--- config.mk ---
export PLATFORM = sky130hd
export DESIGN_NAME = mwg_shaper_flat
export DESIGN_NICKNAME = d
export VERILOG_FILES = /design/src/rtl/mwg_pkg.sv /design/src/rtl/mwg_if.sv /design/src/rtl/mwg_shaper.sv /design/src/flat_wrapper.sv
export SDC_FILE = /design/constraint.sdc
export NUM_CORES = 2
export LEC_CHECK = 0
export BUFFER_PORTS_ARGS = -buffer_cell sky130_fd_sc_hd__buf_2
export CORE_UTILIZATION = 45
export CTS_CLUSTER_DIAMETER = 30
export CTS_CLUSTER_SIZE = 12
export DETAILED_ROUTE_END_ITERATION = 10
export PLACE_DENSITY_LB_ADDON = 0.08
export SYNTH_ARGS = -nofsm -noshare
export SYNTH_HDL_FRONTEND = slang
export SYNTH_SLANG_ARGS = --single-unit
--- constraint.sdc ---
create_clock -name clk -period 11.45 [get_ports clk]
set_input_delay 0.5725 -clock clk [delete_from_list [all_inputs] [get_ports clk]]
set_output_delay 0.5725 -clock clk [all_outputs]
set_load 0.02 [all_outputs]
--- src/rtl/mwg_pkg.sv ---
// mwg_pkg: shared types, codes and constants of the waveform generator.
// No dependencies; the phase accumulator, sine table, shaper and top level import it.
package mwg_pkg;

  // Defaults for the top-level parameters
  localparam int PHASE_BITS_DEF  = 32;
  localparam int TABLE_BITS_DEF  = 10;
  localparam int SAMPLE_BITS_DEF = 16;

  // Fixed field widths
  localparam int AMP_BITS       = 15;
  localparam int ENTRY_BITS     = 15;
  localparam int CFG_DATA_BITS  = 32;
  localparam int CFG_INDEX_BITS = 3;

  // pi/2 in Q30, used to build the quarter-wave table
  localparam longint unsigned HALF_PI_Q30 = 64'd1686629713;

  // Waveform select codes
  typedef enum logic [1:0] {
    WAVE_SINE     = 2'd0,
    WAVE_SQUARE   = 2'd1,
    WAVE_TRIANGLE = 2'd2,
    WAVE_SINE_ALT = 2'd3
  } wave_kind_t;

  // Configuration register indexes
  typedef enum logic [CFG_INDEX_BITS-1:0] {
    REG_WAVE_KIND    = 3'd0,
    REG_AMPLITUDE    = 3'd1,
    REG_PHASE_STEP   = 3'd2,
    REG_PHASE_OFFSET = 3'd3,
    REG_START_PHASE  = 3'd4
  } cfg_reg_t;

  // Control that travels with a request down the pipeline
  typedef struct packed {
    logic valid;
    logic last;
  } stage_ctl_t;

endpackage

--- src/rtl/mwg_if.sv ---


interface mwg_out_if #(
  parameter int SAMPLE_BITS = 16
);
  logic                          valid;
  logic                          ready;
  logic signed [SAMPLE_BITS-1:0] sample;
  logic                          last;

  modport source (output valid, output sample, output last, input ready);
  modport sink   (input valid, input sample, input last, output ready);
endinterface

--- src/rtl/mwg_shaper.sv ---
// mwg_shaper: turns a phase into a sine, square or triangle sample; holds the output register.
// Depends on mwg_pkg, mwg_out_if; reads the sine table through mwg_sine_rom.
module mwg_shaper #(
  parameter int PHASE_BITS  = 32,
  parameter int TABLE_BITS  = 10,
  parameter int SAMPLE_BITS = 16
) (
  input  logic                             clk,
  input  logic                             rst,
  output logic                             adv,
  input  mwg_pkg::stage_ctl_t              s1_ctl,
  input  logic [PHASE_BITS-1:0]            s1_phase,
  input  mwg_pkg::wave_kind_t              kind,
  input  logic [mwg_pkg::AMP_BITS-1:0]     amp,
  output logic [TABLE_BITS-1:0]            rom_addr,
  input  logic [mwg_pkg::ENTRY_BITS-1:0]   rom_data,
  mwg_out_if.source                        wave
);
  import mwg_pkg::*;

  localparam int QB       = PHASE_BITS - 2;          // bits below the quadrant
  localparam int MAG_BITS = PHASE_BITS - 1;          // triangle distance, up to a quarter
  localparam int TRI_BITS = PHASE_BITS + AMP_BITS - 1;
  localparam int SIN_BITS = ENTRY_BITS + AMP_BITS + 1;

  typedef logic signed [SAMPLE_BITS-1:0] sample_t;

  // stage 2
  stage_ctl_t            s2_ctl;
  logic                  s2_sin_neg;
  logic                  s2_sq_neg;
  logic                  s2_tri_neg;
  logic [MAG_BITS-1:0]   s2_tri_mag;
  // stage 3
  stage_ctl_t            s3_ctl;
  logic                  s3_neg;
  logic [SIN_BITS-1:0]   s3_sin_sum;
  logic [TRI_BITS-1:0]   s3_tri_sum;

  logic [1:0]            quad;
  logic [TABLE_BITS-1:0] idx;
  logic [PHASE_BITS-1:0] tri_v;
  logic [1:0]            tri_q;
  logic [QB-1:0]         tri_lo;
  logic [MAG_BITS-1:0]   tri_mag;
  logic [AMP_BITS-1:0]   mag;
  sample_t               sample_next;

  // the pipeline moves whenever the output register can take a sample
  assign adv = !wave.valid || wave.ready;

  // sine table address, mirrored in the odd quadrants
  assign quad     = s1_phase[PHASE_BITS-1 -: 2];
  assign idx      = s1_phase[QB-1 -: TABLE_BITS];
  assign rom_addr = quad[0] ? ~idx : idx;

  // triangle: distance from the nearest zero crossing of the shifted phase
  assign tri_v   = s1_phase + (PHASE_BITS'(1) << QB);
  assign tri_q   = tri_v[PHASE_BITS-1 -: 2];
  assign tri_lo  = tri_v[QB-1:0];
  assign tri_mag = tri_q[0] ? MAG_BITS'(tri_lo)
                            : (MAG_BITS'(1) << QB) - MAG_BITS'(tri_lo);

  // stage 2 registers
  always_ff @(posedge clk) begin
    if (rst) begin
      s2_ctl.valid <= 1'b0;
    end else if (adv) begin
      s2_ctl.valid <= s1_ctl.valid;
      s2_ctl.last  <= s1_ctl.last;
      s2_sin_neg   <= quad[1];
      s2_sq_neg    <= s1_phase[PHASE_BITS-1];
      s2_tri_neg   <= ~(tri_q[1] ^ tri_q[0]);
      s2_tri_mag   <= tri_mag;
    end
  end

  // stage 3: scale by amplitude with rounding
  always_ff @(posedge clk) begin
    if (rst) begin
      s3_ctl.valid <= 1'b0;
    end else if (adv) begin
      s3_ctl.valid <= s2_ctl.valid;
      s3_ctl.last  <= s2_ctl.last;
      s3_sin_sum   <= SIN_BITS'(rom_data) * SIN_BITS'(amp) + (SIN_BITS'(1) << 14);
      s3_tri_sum   <= TRI_BITS'(amp) * TRI_BITS'(s2_tri_mag) + (TRI_BITS'(1) << (QB - 1));
      case (kind)
        WAVE_SQUARE:   s3_neg <= s2_sq_neg;
        WAVE_TRIANGLE: s3_neg <= s2_tri_neg;
        default:       s3_neg <= s2_sin_neg;
      endcase
    end
  end

  // stage 4: select magnitude and apply sign
  always_comb begin
    case (kind)
      WAVE_SQUARE:   mag = amp;
      WAVE_TRIANGLE: mag = s3_tri_sum[QB +: AMP_BITS];
      default:       mag = s3_sin_sum[15 +: AMP_BITS];
    endcase
    sample_next = s3_neg ? -sample_t'(mag) : sample_t'(mag);
  end

  // output register
  always_ff @(posedge clk) begin
    if (rst) begin
      wave.valid <= 1'b0;
    end else if (adv) begin
      wave.valid <= s3_ctl.valid;
    end
  end

  always_ff @(posedge clk) begin
    if (adv) begin
      wave.sample <= sample_next;
      wave.last   <= s3_ctl.last;
    end
  end

endmodule

--- src/flat_wrapper.sv ---
// flat-port wrapper written by rule: the top's interface ports become plain ports
module mwg_shaper_flat import mwg_pkg::*;
#(
  parameter int PHASE_BITS  = 32,
  parameter int TABLE_BITS  = 10,
  parameter int SAMPLE_BITS = 16
)
  (clk, rst, adv, s1_ctl, s1_phase, kind, amp, rom_addr, rom_data, wave_valid, wave_sample, wave_last, wave_ready);
  mwg_out_if #(.SAMPLE_BITS(SAMPLE_BITS)) wave_i ();
  input  logic clk;
  input  logic rst;
  output logic adv;
  input  mwg_pkg::stage_ctl_t s1_ctl;
  input  logic [PHASE_BITS-1:0] s1_phase;
  input  mwg_pkg::wave_kind_t kind;
  input  logic [mwg_pkg::AMP_BITS-1:0] amp;
  output logic [TABLE_BITS-1:0] rom_addr;
  input  logic [mwg_pkg::ENTRY_BITS-1:0] rom_data;
  output wire logic [$bits(wave_i.valid)-1:0] wave_valid;
  output wire logic [$bits(wave_i.sample)-1:0] wave_sample;
  output wire logic [$bits(wave_i.last)-1:0] wave_last;
  input wire logic [$bits(wave_i.ready)-1:0] wave_ready;
  assign wave_valid = wave_i.valid;
  assign wave_sample = wave_i.sample;
  assign wave_last = wave_i.last;
  assign wave_i.ready = wave_ready;
  mwg_shaper #(.PHASE_BITS(PHASE_BITS), .TABLE_BITS(TABLE_BITS), .SAMPLE_BITS(SAMPLE_BITS)) u_core (.clk(clk), .rst(rst), .adv(adv), .s1_ctl(s1_ctl), .s1_phase(s1_phase), .kind(kind), .amp(amp), .rom_addr(rom_addr), .rom_data(rom_data), .wave(wave_i));
endmodule
==> flow_summary.yaml <==
run_status:
  outcome: "complete, no violations"
sta:
  setup_viol: 0
  fmax_mhz: 133
  skew_ps: 14.7
  final_max_slew_viol_count: 0
  relSlewSlack_pct: 25.1
  tightestPinTransition_ps: 1120
  finalCritPeriodShare_pct: 65.6
  grt_setup_unrepaired: "false"
  setup_tns_ps: 0
  period_needed_ps: 7520
  hold_viol: 0
setup_path:
  crit_path_start_kind: "primary input"
  crit_fanout: 27
  cp.depth: 24
  crit_family: "adder cells"
  path_class: "in2reg"
  crit_end: "u_core.s3_tri_sum[42]"
  crit_start: "amp[8]"
  path_buf_inv: 7
  reg2reg_from: "u_core.s2_tri_mag[18]"
  crit_chain: "buf_2, buf_4, nand2_1, fa_1, inv_1, fa_1, inv_1, fa_1, inv_1, fa_1, fa_1, inv_1, fa_1, inv_1, ha_1, a21oi_1, a21oi_1, nor2_1, o22ai_1, nor3_1, o21ai_0, a221oi_1, nor2_1, o31a_1"
  cp_common_cell: "fa_1"
  worst_path_largest_cell_delay_ps: 630
  critPathRequiredTime_ps: 11570
  ff2ff_path_depth: 20
  crit_slowest_cell: "nor3_1"
  r2r-end: "u_core.s3_tri_sum[42]"
  end_kind: "flop"
  reg2reg_slack_ps: 4170
  crit_arrival_ps: 7640
synth:
  synth_cell_types: 58
  syn_avg_cell_area_sq_um: 9.21
  synth-seq-cells: 86
  yosys_warnings: 0
  synth_edf_count: 83
  synth_ff_type: "edfxtp_1"
  postSynthCellCount: 2737
  ys_async_sr_fraction_pct: 0
  ys_seq_area_share_pct: 10.1
  syn_area_sq_um: 25200
  synth_fp_nets: 3583
floorplan:
  io_pins: 98
  row_count: 86
  dieArea_sq_um: 56900
  coreArea_sq_um: 55200
  die_h_um: 239
  initial_core_util_pct: 45.7
  fp.dieW_um: 239
clock_network:
  cts_root_buf: "clkbuf_16"
  cts_hold_buf: 0
  clk_pin_slew_ps: 70
  cts-htree-levels: 3
  clk_latency_ps: 370
  clock_path_buffers: 2
  cts_sinks: 86
  cts-resized-gates: 0
  cts_made_buffers: 9
  cts_tree: "yes"
  post-cts-setup-buffer-count: 0
detailed_routing:
  drtIter0Drc: 990
  drc: 0
  ant_nets: 0
  avgViaCountPerCell: 5.16
  dr.pass1.iters: 7
  wirelength_mm: 64.1
  vias: 18000
  wl_per_cell_um: 18.4
global_routing:
  grt_overflow: 0
  antenna_found_initial: 4
  grt_pass1_vias: 19700
  grt_first_pass_wirelength_mm: 106
  grt_start_max_net_pins: 67
  grt_use_total_pct: 24.0
place:
  finalWeightedCongestion: 0.871
  dp_hpwl_mm: 47.9
  io_buffers: 97
finish:
  syn2layout_area_growth_pct: 5.47
  drive_gt1_share_pct: 5.34
  final_nets: 3576
worst_hold_path:
  whs_path_depth: 1
  min_path_type: "in2reg"
job:
  max_cap_violations: 0
## how the worst min path moves through the flow
stage,endpoint,start,slack (ps)
floorplan,u_core.s3_ctl[0],u_core.s2_ctl[0],400
global placement,u_core.s3_ctl[0],u_core.s2_ctl[0],400
detailed placement,u_core.wave.last,u_core.s3_ctl[0],410
CTS,u_core.s2_ctl[0],s1_ctl[0],360
global route,u_core.s2_ctl[0],s1_ctl[0],360
finish,u_core.s2_ctl[0],s1_ctl[0],380
## cell usage in the layout, fill, tap and decap left out, types with 3 or more instances in the layout
| master | n |
|---|---|
| o21a_1 | 6 |
| nor2b_1 | 10 |
| nand2b_1 | 4 |
| nor4_1 | 3 |
| nand4_1 | 17 |
| a211oi_1 | 6 |
| a221o_1 | 11 |
| nor2_1 | 30 |
| clkbuf_16 | 9 |
| or4_1 | 6 |
| dfxtp_1 | 3 |
| fa_1 | 541 |
| edfxtp_1 | 83 |
| or3_1 | 6 |
| a22oi_1 | 4 |
| o21ai_0 | 44 |
| a31oi_1 | 9 |
| a21oi_1 | 38 |
| xor2_1 | 24 |
| buf_2 | 97 |
| nand2_1 | 476 |
| inv_1 | 632 |
| nand3_1 | 10 |
| a221oi_1 | 3 |
| xnor2_1 | 63 |
| buf_4 | 20 |
| o31ai_1 | 7 |
| nor3_1 | 11 |
| ha_1 | 236 |
| and2_1 | 253 |
| o41ai_1 | 5 |
| a21o_1 | 23 |
## area by class of cell
type	instances	area, sq um
well taps	748	936
repair buffers	117	636
flip-flops and latches	86	2550
fillers	5312	28600
inverters	633	2380
multi-input cells	1883	19800
diodes	1	2.50
clock buffers	9	225
clock inverters	7	78.8
## cell families after synthesis
kind of cell             Yosys count  synth area share [%]
multiplexers                       3                 0.124
AND/OR/NAND/NOR                  837                  15.8
AO/OA/AOI/OAI                    179                  4.82
XOR/XNOR                          87                  3.02
buffers and inverters            768                  11.4
flip-flops                        86                  10.1
adder cells (fa/ha/maj)          777                  54.7
## flip-flops by register name, indices dropped and copies added, names as in the netlist
signal              cells
u_core.s2_tri_mag      31
u_core.wave.sample     16
u_core.s3_sin_sum      15
u_core.s3_tri_sum      15
u_core.s2_ctl           2
u_core.s3_ctl           2
u_core.s2_sin_neg       1
u_core.s2_tri_neg       1
u_core.s3_neg           1
u_core.wave.last        1
u_core.wave.valid       1
## routing by layer
metal / wire length [um] / part of all wire, % / GRT usage [%] / vias up
met5: 13 / 0.020 / 0 / -
met4: 1250 / 1.9 / 5.54 / 2
met3: 3170 / 4.9 / 3.30 / 70
met2: 31000 / 48 / 40.7 / 412
met1: 28600 / 45 / 32.5 / 9342
li1: - / - / - / 8146
## Yosys cell counts, types with 11 or more instances
cell type  count  area [sq um]
ha_1         236          2950
fa_1         541         10800
a21oi_1       38           190
and2_1       253          1580
nor2_1        31           116
nand2_1      476          1790
xnor2_1       63           552
a221o_1       11           110
inv_1        632          2370
xor2_1        24           210
nand4_1       17           106
clkbuf_1     133           499
a21o_1        23           173
edfxtp_1      83          2490
nor3_1        11          55.1
o21ai_0       44           220
## per-stage QoR
stage / setup WS [ps] / utilization (%) / cells / area [sq um] / hold slack (ps)
2_1_floorplan: 4760 / - / 2737 / 25200 / 400
3_3_place_gp: 3570 / 47.6 / 3467 / 26300 / 401
3_5_place_dp: 3520 / 47.6 / 3467 / 26300 / 406
4_1_cts: 3910 / 48.1 / 3483 / 26600 / 361
5_1_grt: 3600 / 48.1 / 3483 / 26600 / 359
6_report: 3930 / 48.1 / 3484 / 26600 / 376
Power is not shown: default switching activity piles up to over one toggle a cycle in this logic, so the estimate is an artifact.
