[src/rtl/mwg_pkg.sv]
// mwg_pkg: shared types, codes and constants of the waveform generator.
// No dependencies; the phase accumulator, sine table, shaper and top level import it.
package mwg_pkg;

  // Defaults for the top-level parameters
  localparam int PHASE_BITS_DEF  = 32;
  localparam int TABLE_BITS_DEF  = 10;
  localparam int SAMPLE_BITS_DEF = 16;

  // Fixed field widths
  localparam int AMP_BITS       = 15;
  localparam int ENTRY_BITS     = 15;
  localparam int CFG_DATA_BITS  = 32;
  localparam int CFG_INDEX_BITS = 3;

  // pi/2 in Q30, used to build the quarter-wave table
  localparam longint unsigned HALF_PI_Q30 = 64'd1686629713;

  // Waveform select codes
  typedef enum logic [1:0] {
    WAVE_SINE     = 2'd0,
    WAVE_SQUARE   = 2'd1,
    WAVE_TRIANGLE = 2'd2,
    WAVE_SINE_ALT = 2'd3
  } wave_kind_t;

  // Configuration register indexes
  typedef enum logic [CFG_INDEX_BITS-1:0] {
    REG_WAVE_KIND    = 3'd0,
    REG_AMPLITUDE    = 3'd1,
    REG_PHASE_STEP   = 3'd2,
    REG_PHASE_OFFSET = 3'd3,
    REG_START_PHASE  = 3'd4
  } cfg_reg_t;

  // Control that travels with a request down the pipeline
  typedef struct packed {
    logic valid;
    logic last;
  } stage_ctl_t;

endpackage

[src/rtl/mwg_phase_acc.sv]
// mwg_phase_acc: phase accumulator with restart, and the offset phase of each request.
// Depends on mwg_pkg.
module mwg_phase_acc #(
  parameter int PHASE_BITS = 32
) (
  input  logic                   clk,
  input  logic                   rst,
  input  logic                   adv,
  input  logic                   in_valid,
  input  logic                   restart,
  input  logic                   final_sample,
  input  logic [PHASE_BITS-1:0]  start_phase,
  input  logic [PHASE_BITS-1:0]  phase_step,
  input  logic [PHASE_BITS-1:0]  phase_offset,
  output mwg_pkg::stage_ctl_t    s1_ctl,
  output logic [PHASE_BITS-1:0]  s1_phase
);
  import mwg_pkg::*;

  logic [PHASE_BITS-1:0] acc;
  logic [PHASE_BITS-1:0] acc_cur;
  logic                  accept;

  assign accept  = in_valid && adv;
  // restart reloads the accumulator before this sample is formed
  assign acc_cur = restart ? start_phase : acc;

  // accumulator update
  always_ff @(posedge clk) begin
    if (rst) begin
      acc <= '0;
    end else if (accept) begin
      acc <= acc_cur + phase_step;
    end
  end

  // stage 1 control and payload
  always_ff @(posedge clk) begin
    if (rst) begin
      s1_ctl.valid <= 1'b0;
    end else begin
      if (adv) begin
        s1_ctl.valid <= in_valid;
      end
      if (accept) begin
        s1_ctl.last <= final_sample;
        s1_phase    <= acc_cur + phase_offset;
      end
    end
  end

endmodule

[config.mk]
export PLATFORM = sky130hd
export DESIGN_NAME = mwg_phase_acc
export DESIGN_NICKNAME = d
export VERILOG_FILES = /design/src/rtl/mwg_pkg.sv /design/src/rtl/mwg_phase_acc.sv
export SDC_FILE = /design/constraint.sdc
export NUM_CORES = 1
export LEC_CHECK = 0
export ABC_AREA = 1
export BUFFER_PORTS_ARGS = -buffer_cell sky130_fd_sc_hd__buf_2
export CELL_PAD_IN_SITES_DETAIL_PLACEMENT = 1
export CELL_PAD_IN_SITES_GLOBAL_PLACEMENT = 2
export CORE_AREA = 3 3 127 191
export DETAILED_ROUTE_END_ITERATION = 12
export DIE_AREA = 0 0 130 194
export PLACE_DENSITY = 0.93
export SLEW_MARGIN = 20
export SYNTH_ARGS = -nofsm -noshare
export SYNTH_HDL_FRONTEND = slang
export SYNTH_SLANG_ARGS = --single-unit
[constraint.sdc]
create_clock -name clk -period 2.6 [get_ports clk]
set_input_delay 0.13 -clock clk [delete_from_list [all_inputs] [get_ports clk]]
set_output_delay 0.13 -clock clk [all_outputs]
set_load 0.03 [all_outputs]
==> impl_metrics.ini, run 1 <==
[outcome]
status = completed

[power]
p_clk_share_pct = 26.8
seqPwrFrac_pct = 30.0
switching_power_mw = 1.59
p_sw_share_pct = 39.1
ir_drop_uv = 239
power_frac_comb_pct = 43.2
powerDensity_mw_per_mm2 = 485
internal-power_mw = 2.47
p_leak_nw = 4.61

[die]
die_y_microns = 194
start_util_pct = 29.6
core_sq_mm = 0.0229
ioPinCount = 136
die-width_microns = 130
rows = 68
dieArea_sq_mm = 0.0252

[worst_setup_path]
required_ps = 2700
arrival_ps = 2500
endpoint_kind = register
crit_fanout = 3
worstPathBufferInverterCount = 1
cp_slowest_cell = ha_1
critPathKind = register to register
startpoint_type = register
cpLargestDelayFamily = compound AO/OA/AOI/OAI gates
path_cells = inv_1 > o21ai_0 > ha_1 > a21oi_1 > nand2_2 > nand3_1 > nand2_2 > a21oi_2 > or2_1 > nand2_1 > nand2_1 > nand2_1
cpMostUsedCell = nand2_1
cpPeakStageDelay_ps = 310

[route]
routed_wl_mm = 25.0
via_per_inst = 4.84
drt_drc_violations_left = 0
drt_pass1_iterations = 4
routedWlPerCell_microns = 16.2
drt_iter0_markers = 306
drtAntennaViolNets = 0
num_vias = 7486

[yosys]
ys_ff_latch = 66
synth_top_area_share_pct = 19.2
netlist.top_cell.by_area = nand2_1
synth_area_sq_mm = 0.00678
synth_area_per_cell_sq_um = 6.23
synth_cell_types = 34
synthTopCellsByArea = nand2_1 (19%), edfxtp_1 (15%), ha_1 (11%)
ys_top_cells_by_count = nand2_1 (346), inv_1 (187), a21oi_1 (95)
yosysMostFrequentCell = nand2_1
ys_warn_count = 0
seq_area_frac_synth_pct = 24.4
synth_edf_count = 33
postSynth.asyncResetShare_pct = 0
synth_ff_type = edfxtp_1
syn_nets = 1254
syn_inst = 1088

[clock_network]
clock-root-buffer = clkbuf_16
clkSinkCount = 66
clkLatencyLatePin_ps = 340
cts_buffer_depth = 2
htreeDepth = 3
cts_tree = built
clk_pin_slew_ps = 50
cts_buffers = 9
post-cts-setup-buffer-count = 0

[sta]
tns_ps = 0
clock_skew_ps = 5.08
grt_setup_unrepaired = false
max_freq_ghz = 0.418
hold_ws_ps = 67.5
finalHoldViolations = 0
period_minus_slack_ps = 2390
slew_violations = 0
worst_slew_pin_slew_ps = 863
relSlewSlack_pct = 42.4
min_period_over_period_pct = 92.0
setup_viol = 0

[place]
place.gp.congestion = 0.998
place_hpwl_mm = 22.1
port_buffers = 135
placed_area_sq_mm = 0.00809
place_inst = 1531

[layout]
regArea_sq_mm = 0.00165
finalNonFillerCells = 1548
diodes = 0
layout.nets = 1429
drive_above_1_share_pct = 18.2
design_area_sq_mm = 0.00836
area_delta_synth_final_pct = 23.3
multi_input_area_sq_mm = 0.00437
fill_cells = 3035

[worst_hold_path]
hold_class = input port to register

[global_routing]
grt_max_degree = 46
grt-ovfl-total = 0
grt_usage_pct = 20.1
grt_pass1_wl_mm = 39.5
grt_pass1_vias = 8027
antenna_found_initial = 0

[run]
drv_cap = 0
worst paths after layout:
kind / cells past startpoint / endpoint / startpoint / slack [ps]
worst min-delay path: 4 / s1_ctl[1] / adv / 70
worst max-delay path: 12 / s1_phase[26] / acc[3] / 210
worst max register to register: 12 / s1_phase[26] / acc[3] / 210
worst min register to register: 2 / acc[1] / acc[1] / 460
layout make-up:
type,count,area share [%]
clock inverter,4,0.240
inverter,189,8.49
timing repair buffer,179,12.2
tap,280,4.19
clock buffer,12,2.83
sequential,66,19.8
multi-input combinational,818,52.3
logic make-up (layout without fill, tap and decap cells):
| family | Yosys count | in the layout | share of synthesized area (%) |
|---|---|---|---|
| adders and majority gates | 64 | 64 | 12.0 |
| buffers and inverters | 204 | 384 | 11.4 |
| muxes | 6 | 6 | 0.997 |
| xor gates and xnor gates | 37 | 37 | 4.78 |
| and+or+nand+nor | 533 | 533 | 32.7 |
| AOI/OAI and AO/OA | 178 | 178 | 13.8 |
| DFF | 66 | 66 | 24.4 |
power by group through the flow:
stage / combinational [mW] / clock, mW / sequential [mW]
after floorplan: 1.08 / 0 / 1.30
after global placement: 1.72 / 0 / 1.24
after detailed placement: 1.76 / 0 / 1.24
after CTS: 1.76 / 1.11 / 1.22
after global routing: 1.98 / 1.16 / 1.22
final: 1.75 / 1.08 / 1.22
flip-flops by register name, indices dropped and copies added (netlist names):
signal,count
acc,32
s1_phase,32
s1_ctl,2
cells in the final DEF, fill, tap and decap left out:
master,netlist,final
edfxtp_1,33,33
inv_2,2,2
o21ai_1,2,5
o311ai_0,1,1
clkinv_2,0,4
a21oi_1,95,95
o21ai_0,65,62
buf_12,0,1
dfxtp_1,33,33
clkbuf_1,13,3
nand2_1,346,346
xor2_1,32,32
o21ai_2,1,1
mux2_2,6,6
buf_4,1,42
nor4_1,3,3
nor3_1,8,8
nand3_1,66,66
and2_1,1,1
a21o_1,5,5
fa_1,2,2
or2_1,1,1
ha_2,0,1
nor2_1,73,72
o21bai_1,3,3
xnor2_1,5,5
clkbuf_16,0,9
nand4_1,6,6
nand3b_1,2,2
buf_2,0,135
inv_1,187,187
nor2_4,0,1
nand2_2,16,16
nor2_2,6,6
dlygate4sd3_1,0,1
o21a_1,4,4
ha_1,62,61
nor3_2,2,2
nand3_2,3,3
a21oi_2,2,2
routing by layer:
metal	up-vias	routed length (microns)	share of wire, %	GRT usage (%)
met5	-	0	0	0
met1	3472	9900	40	22.3
met4	0	970	3.9	8.82
met2	136	13500	54	38.2
met3	49	690	2.8	1.35
li1	3829	-	-	-
metrics by stage:
step                      utilization (%)  total power, mW  setup WS [ps]
after floorplan                         -             2.38            245
after global placement               35.3             2.95           25.6
after detailed placement             35.3             2.99          -35.6
after CTS                            36.5             4.09            110
after global routing                 36.5             4.36           23.1
final                                36.5             4.05            208
tightest hold or removal path: cells and delay by family:
| kind | cells | cell delay, ps |
|---|---|---|
| compound gates | 1 | 50 |
| buf+inv | 2 | 120 |
| simple gates | 1 | 60 |
timing repair:
item / in CTS / in global routing
setup endpoints to repair: 0 / 16
resized for setup: 0 / 4
hold buffers: 1 / 0
endpoints found under the hold margin: 1 / 0
(Power assumes the default switching activity.)
==> run 2: changes to the inputs <==
- CORE_AREA: 3 3 127 191 -> 3 3 123 185
- DIE_AREA: 0 0 130 194 -> 0 0 126 188
- PLACE_DENSITY: 0.93 -> 0.95
- clock period: 2.6 -> 3.1 ns (I/O delays scaled with it)
==> impl_metrics.ini, run 2 (synthesis results as in run 1) <==
[sta]
grt_setup_unrepaired = false
slew_violations = 0
tns_ps = 0
max_freq_ghz = 0.375
clock_skew_ps = 8.87
setup_viol = 0
worst_slew_pin_slew_ps = 969
finalHoldViolations = 0
relSlewSlack_pct = 35.2
period_minus_slack_ps = 2670
min_period_over_period_pct = 86.1

[clock_network]
cts_buffer_depth = 2
htreeDepth = 3
clk_pin_slew_ps = 60
clkLatencyLatePin_ps = 350
cts_buffers = 9
clkSinkCount = 66
clock-root-buffer = clkbuf_16
cts_tree = built

[global_routing]
grt_pass1_vias = 7939
grt_max_degree = 43
top_usage_layer = met2
antenna_found_initial = 0
grt_util_met1_pct = 22.6
grt_usage_pct = 20.7
gr-usage-met2_pct = 39.8
grt-ovfl-total = 0
grt_pass1_wl_mm = 38.8
use_met3_pct = 2.34

[worst_setup_path]
r2r_cells = 10
worstSetupStartpoint = acc[12]
endpoint_kind = register
regToRegStartpoint = acc[12]
r2r_end = s1_phase[26]
crit_fanout = 4
arrival_ps = 2780
startpoint_type = register
required_ps = 3210
cp-endpoint = s1_phase[26]
critPathKind = register to register
rrSetupSlack_ps = 430

[die]
start_util_pct = 31.6
die-width_microns = 126
die_y_microns = 188
ioPinCount = 136
core_sq_mm = 0.0215
rows = 66
dieArea_sq_mm = 0.0237

[route]
via_per_inst = 4.88
routed_wl_mm = 24.3
drt_pass1_iterations = 4
drtAntennaViolNets = 0
routedWlPerCell_microns = 16.2
drt_drc_violations_left = 0
drt_iter0_markers = 322
num_vias = 7329

[layout]
area_delta_synth_final_pct = 19.0
layout.nets = 1390
final_cell_mix = nand2_1 (346), inv_1 (187), buf_2 (135)
fill_cells = 2917
design_area_sq_mm = 0.00807
diodes = 0
multi_input_area_sq_mm = 0.00437
layout_commonest_cell = nand2_1
drive_above_1_share_pct = 15.7
regArea_sq_mm = 0.00165
reg_top3 = acc: 32 flops, s1_phase: 32 flops, s1_ctl: 2 flops

[outcome]
status = completed

[power]
powerDensity_mw_per_mm2 = 419
ir_drop_uv = 285
p_leak_nw = 4.43
total_power_mw = 3.38

[run]
drv_cap = 0

[place]
place_hpwl_mm = 21.1
port_buffers = 135
placed_area_sq_mm = 0.00778
place.gp.congestion = 0.937

[worst_hold_path]
hold_class = input port to register
run 2: cell count changes in the layout (fill, tap and decap cells not counted), sizes merged:
cell	previous run	this run
buf	178	139
clkbuf	12	11
clkinvlp	0	1
run 2: what timing repair did:
| action | 4_1_cts | 5_1_grt |
|---|---|---|
| buffers inserted | 0 | 0 |
| hold buffers | 1 | 0 |
| endpoints found under the hold margin | 1 | 0 |
| gates resized for setup | 0 | 0 |
run 2: report_power, final:
group          internal, mW  total (mW)  switching (mW)
Combinational         0.467        1.39           0.926
Clock                 0.560       0.968           0.408
Sequential             1.01        1.02          0.0156
Total                  2.03        3.38            1.35
run 2: metal layers:
metal	vias up	wire (microns)
met5	-	0
met4	0	934
met3	49	700
met2	128	12900
met1	3406	9690
li1	3746	-
run 2: cell type report:
type | count | share of cell area (%)
Multi-Input combinational cell | 818 | 54.1
Timing Repair Buffer | 140 | 9.02
Clock buffer | 11 | 3.01
Sequential cell | 66 | 20.5
Tap cell | 272 | 4.22
Inverter | 189 | 8.79
Clock inverter | 5 | 0.388
run 2: worst min path at each step:
stage | from | endpoint | slack [ps] | cells after the start
global placement | final_sample | s1_ctl[0] | 330 | 1
CTS | phase_offset[0] | s1_phase[0] | 110 | 2
finish | phase_offset[0] | s1_phase[0] | 120 | 2
floorplan | final_sample | s1_ctl[0] | 250 | 0
detailed placement | final_sample | s1_ctl[0] | 340 | 1
global route | phase_offset[0] | s1_phase[0] | 130 | 2
run 2: worst max-delay path, stage by stage, from the launching register on:
cell and delay [ps]:
dfxtp_1 310, inv_1 40, o21ai_0 500, ha_1 400, nand2_1 180, o21ai_0 230, a21oi_1 420, o21a_1 200
nand2_1 60, nand2_1 60, nand2_1 50
run 2: through the flow:
step	util, %	instances	worst slack [ps]	hold slack [ps]
after floorplan	-	1088	720	254
final	37.6	1501	431	118
after detailed placement	36.3	1484	263	337
after global placement	36.3	1484	255	332
after global routing	37.6	1501	315	130
after CTS	37.6	1501	563	110
==> run 3: changes to the inputs <==
--- a/config.mk
+++ b/config.mk
@@ -10,8 +10,9 @@
 export CELL_PAD_IN_SITES_DETAIL_PLACEMENT = 1
 export CELL_PAD_IN_SITES_GLOBAL_PLACEMENT = 2
-export CORE_AREA = 3 3 123 185
+export CORE_AREA = 3 3 127 191
 export DETAILED_ROUTE_END_ITERATION = 12
-export DIE_AREA = 0 0 126 188
-export PLACE_DENSITY = 0.95
+export DIE_AREA = 0 0 130 194
+export GPL_ROUTABILITY_DRIVEN = 1
+export PLACE_DENSITY = 0.93
 export SLEW_MARGIN = 20
 export SYNTH_ARGS = -nofsm -noshare
==> constraint.sdc (replaced) <==
create_clock -name clk -period 2.77 [get_ports clk]
set_input_delay 0.1385 -clock clk [delete_from_list [all_inputs] [get_ports clk]]
set_output_delay 0.1385 -clock clk [all_outputs]
set_load 0.1 [all_outputs]
==> impl_metrics.ini, run 3 (synthesis results as in run 1) <==
[outcome]
status = completed

[sta]
finalHoldViolations = 0
setup_viol = 0
min_period_over_period_pct = 90.3
slew_violations = 0
worst_slew_pin_slew_ps = 925
clock_skew_ps = 9.53
tns_ps = 0
period_minus_slack_ps = 2500
max_freq_ghz = 0.400
relSlewSlack_pct = 38.3
grt_setup_unrepaired = false
hold_ws_ps = 74.3

[layout]
diodes = 0
final_cell_mix = nand2_1 (346), inv_1 (187), buf_2 (135)
utilization_pct = 35.6
layout_commonest_cell = nand2_1
drive_above_1_share_pct = 16.4
reg_top3 = acc: 32 flops, s1_phase: 32 flops, s1_ctl: 2 flops
area_delta_synth_final_pct = 20.3
layout.nets = 1402
fill_cells = 3072

[die]
dieArea_sq_mm = 0.0252
start_util_pct = 29.6
die_y_microns = 194
rows = 68
die-width_microns = 130
core_sq_mm = 0.0229
ioPinCount = 136

[global_routing]
grt_max_degree = 43
grt_pass1_vias = 7872
grt_usage_pct = 20.3
grt-ovfl-total = 0
grt_pass1_wl_mm = 39.5
antenna_found_initial = 0

[clock_network]
clkSinkCount = 66
clk_pin_slew_ps = 60
cts_tree = built
clkLatencyLatePin_ps = 350
htreeDepth = 3
cts_resized = 0
clock-root-buffer = clkbuf_16
post-cts-setup-buffer-count = 0
cts_buffers = 9
cts_buffer_depth = 2
ctsHoldBuffers = 1

[power]
ir_drop_uv = 284
p_leak_nw = 4.48
powerDensity_mw_per_mm2 = 480

[worst_setup_path]
arrival_ps = 2600
startpoint_type = register
required_ps = 2870
r2r_cells = 11
crit_fanout = 5
critPathKind = register to register
endpoint_kind = register

[route]
drtAntennaViolNets = 0
routed_wl_mm = 25.3
num_vias = 7404
via_per_inst = 4.87
drt_pass1_iterations = 4
routedWlPerCell_microns = 16.6
drt_iter0_markers = 293
drt_drc_violations_left = 0

[worst_hold_path]
holdPathStages = 4
hold_class = input port to register

[place]
port_buffers = 135
place_hpwl_mm = 22.0
place.gp.congestion = 0.903

[run]
drv_cap = 0
## run 3: cell types whose count changed in the layout (fill, tap and decap cells not counted), sizes merged
cell / previous run / this run
clkbuf: 11 / 9
clkinv: 4 / 7
buf: 139 / 151
clkinvlp: 1 / 0
## run 3: cell type report
cell class	count	area, sq um	area share [%]
multi-input combinational	818	4370	53.5
sequential	66	1650	20.2
timing repair buffer	152	818	10.0
inverter	189	709	8.70
tap	280	350	4.30
clock buffer	9	225	2.76
clock inverter	7	36.3	0.445
## run 3: worst paths after layout
path                        to     from  slack (ps)
setup / recovery  s1_phase[31]  acc[20]         270
hold / removal       s1_ctl[1]      adv          70
setup reg to reg  s1_phase[31]  acc[20]         270
hold reg to reg         acc[1]   acc[1]         450
## run 3: power breakdown
group | internal, mW | switching [mW] | leakage, nW | total (mW)
combinational | 0.539 | 1.19 | 3.77 | 1.73
sequential | 1.12 | 0.0176 | 0.576 | 1.14
clock | 0.594 | 0.452 | 0.134 | 1.05
## run 3: layer usage
metal	routed length (microns)	share of wire, %	up-vias	GRT usage (%)
met5	0	0	-	0
met4	747	3.0	0	7.24
met3	635	2.5	36	2.01
met2	13800	55	121	39.1
met1	10100	40	3479	22.5
li1	-	-	3768	-
## run 3: critical path, cell delays in order, from the launching register on
cell     delay, ps
dfxtp_1        300
inv_1           50
o21ai_0        480
ha_1           420
a21oi_1        230
o21ai_0        130
a21oi_1        240
nor2_1          80
nor2_1         140
nand2_1         70
nand2_1         60
nand2_1         40
## run 3: metrics by stage
step | area (sq um) | worst slack (ps) | cells | total power [mW]
2_1_floorplan | 6780 | 407 | 1088 | 2.37
3_3_place_gp | 7890 | 176 | 1504 | 2.86
3_5_place_dp | 7890 | 151 | 1504 | 2.90
4_1_cts | 8160 | 281 | 1521 | 3.96
5_1_grt | 8160 | 23.9 | 1521 | 4.19
6_report | 8160 | 270 | 1521 | 3.92
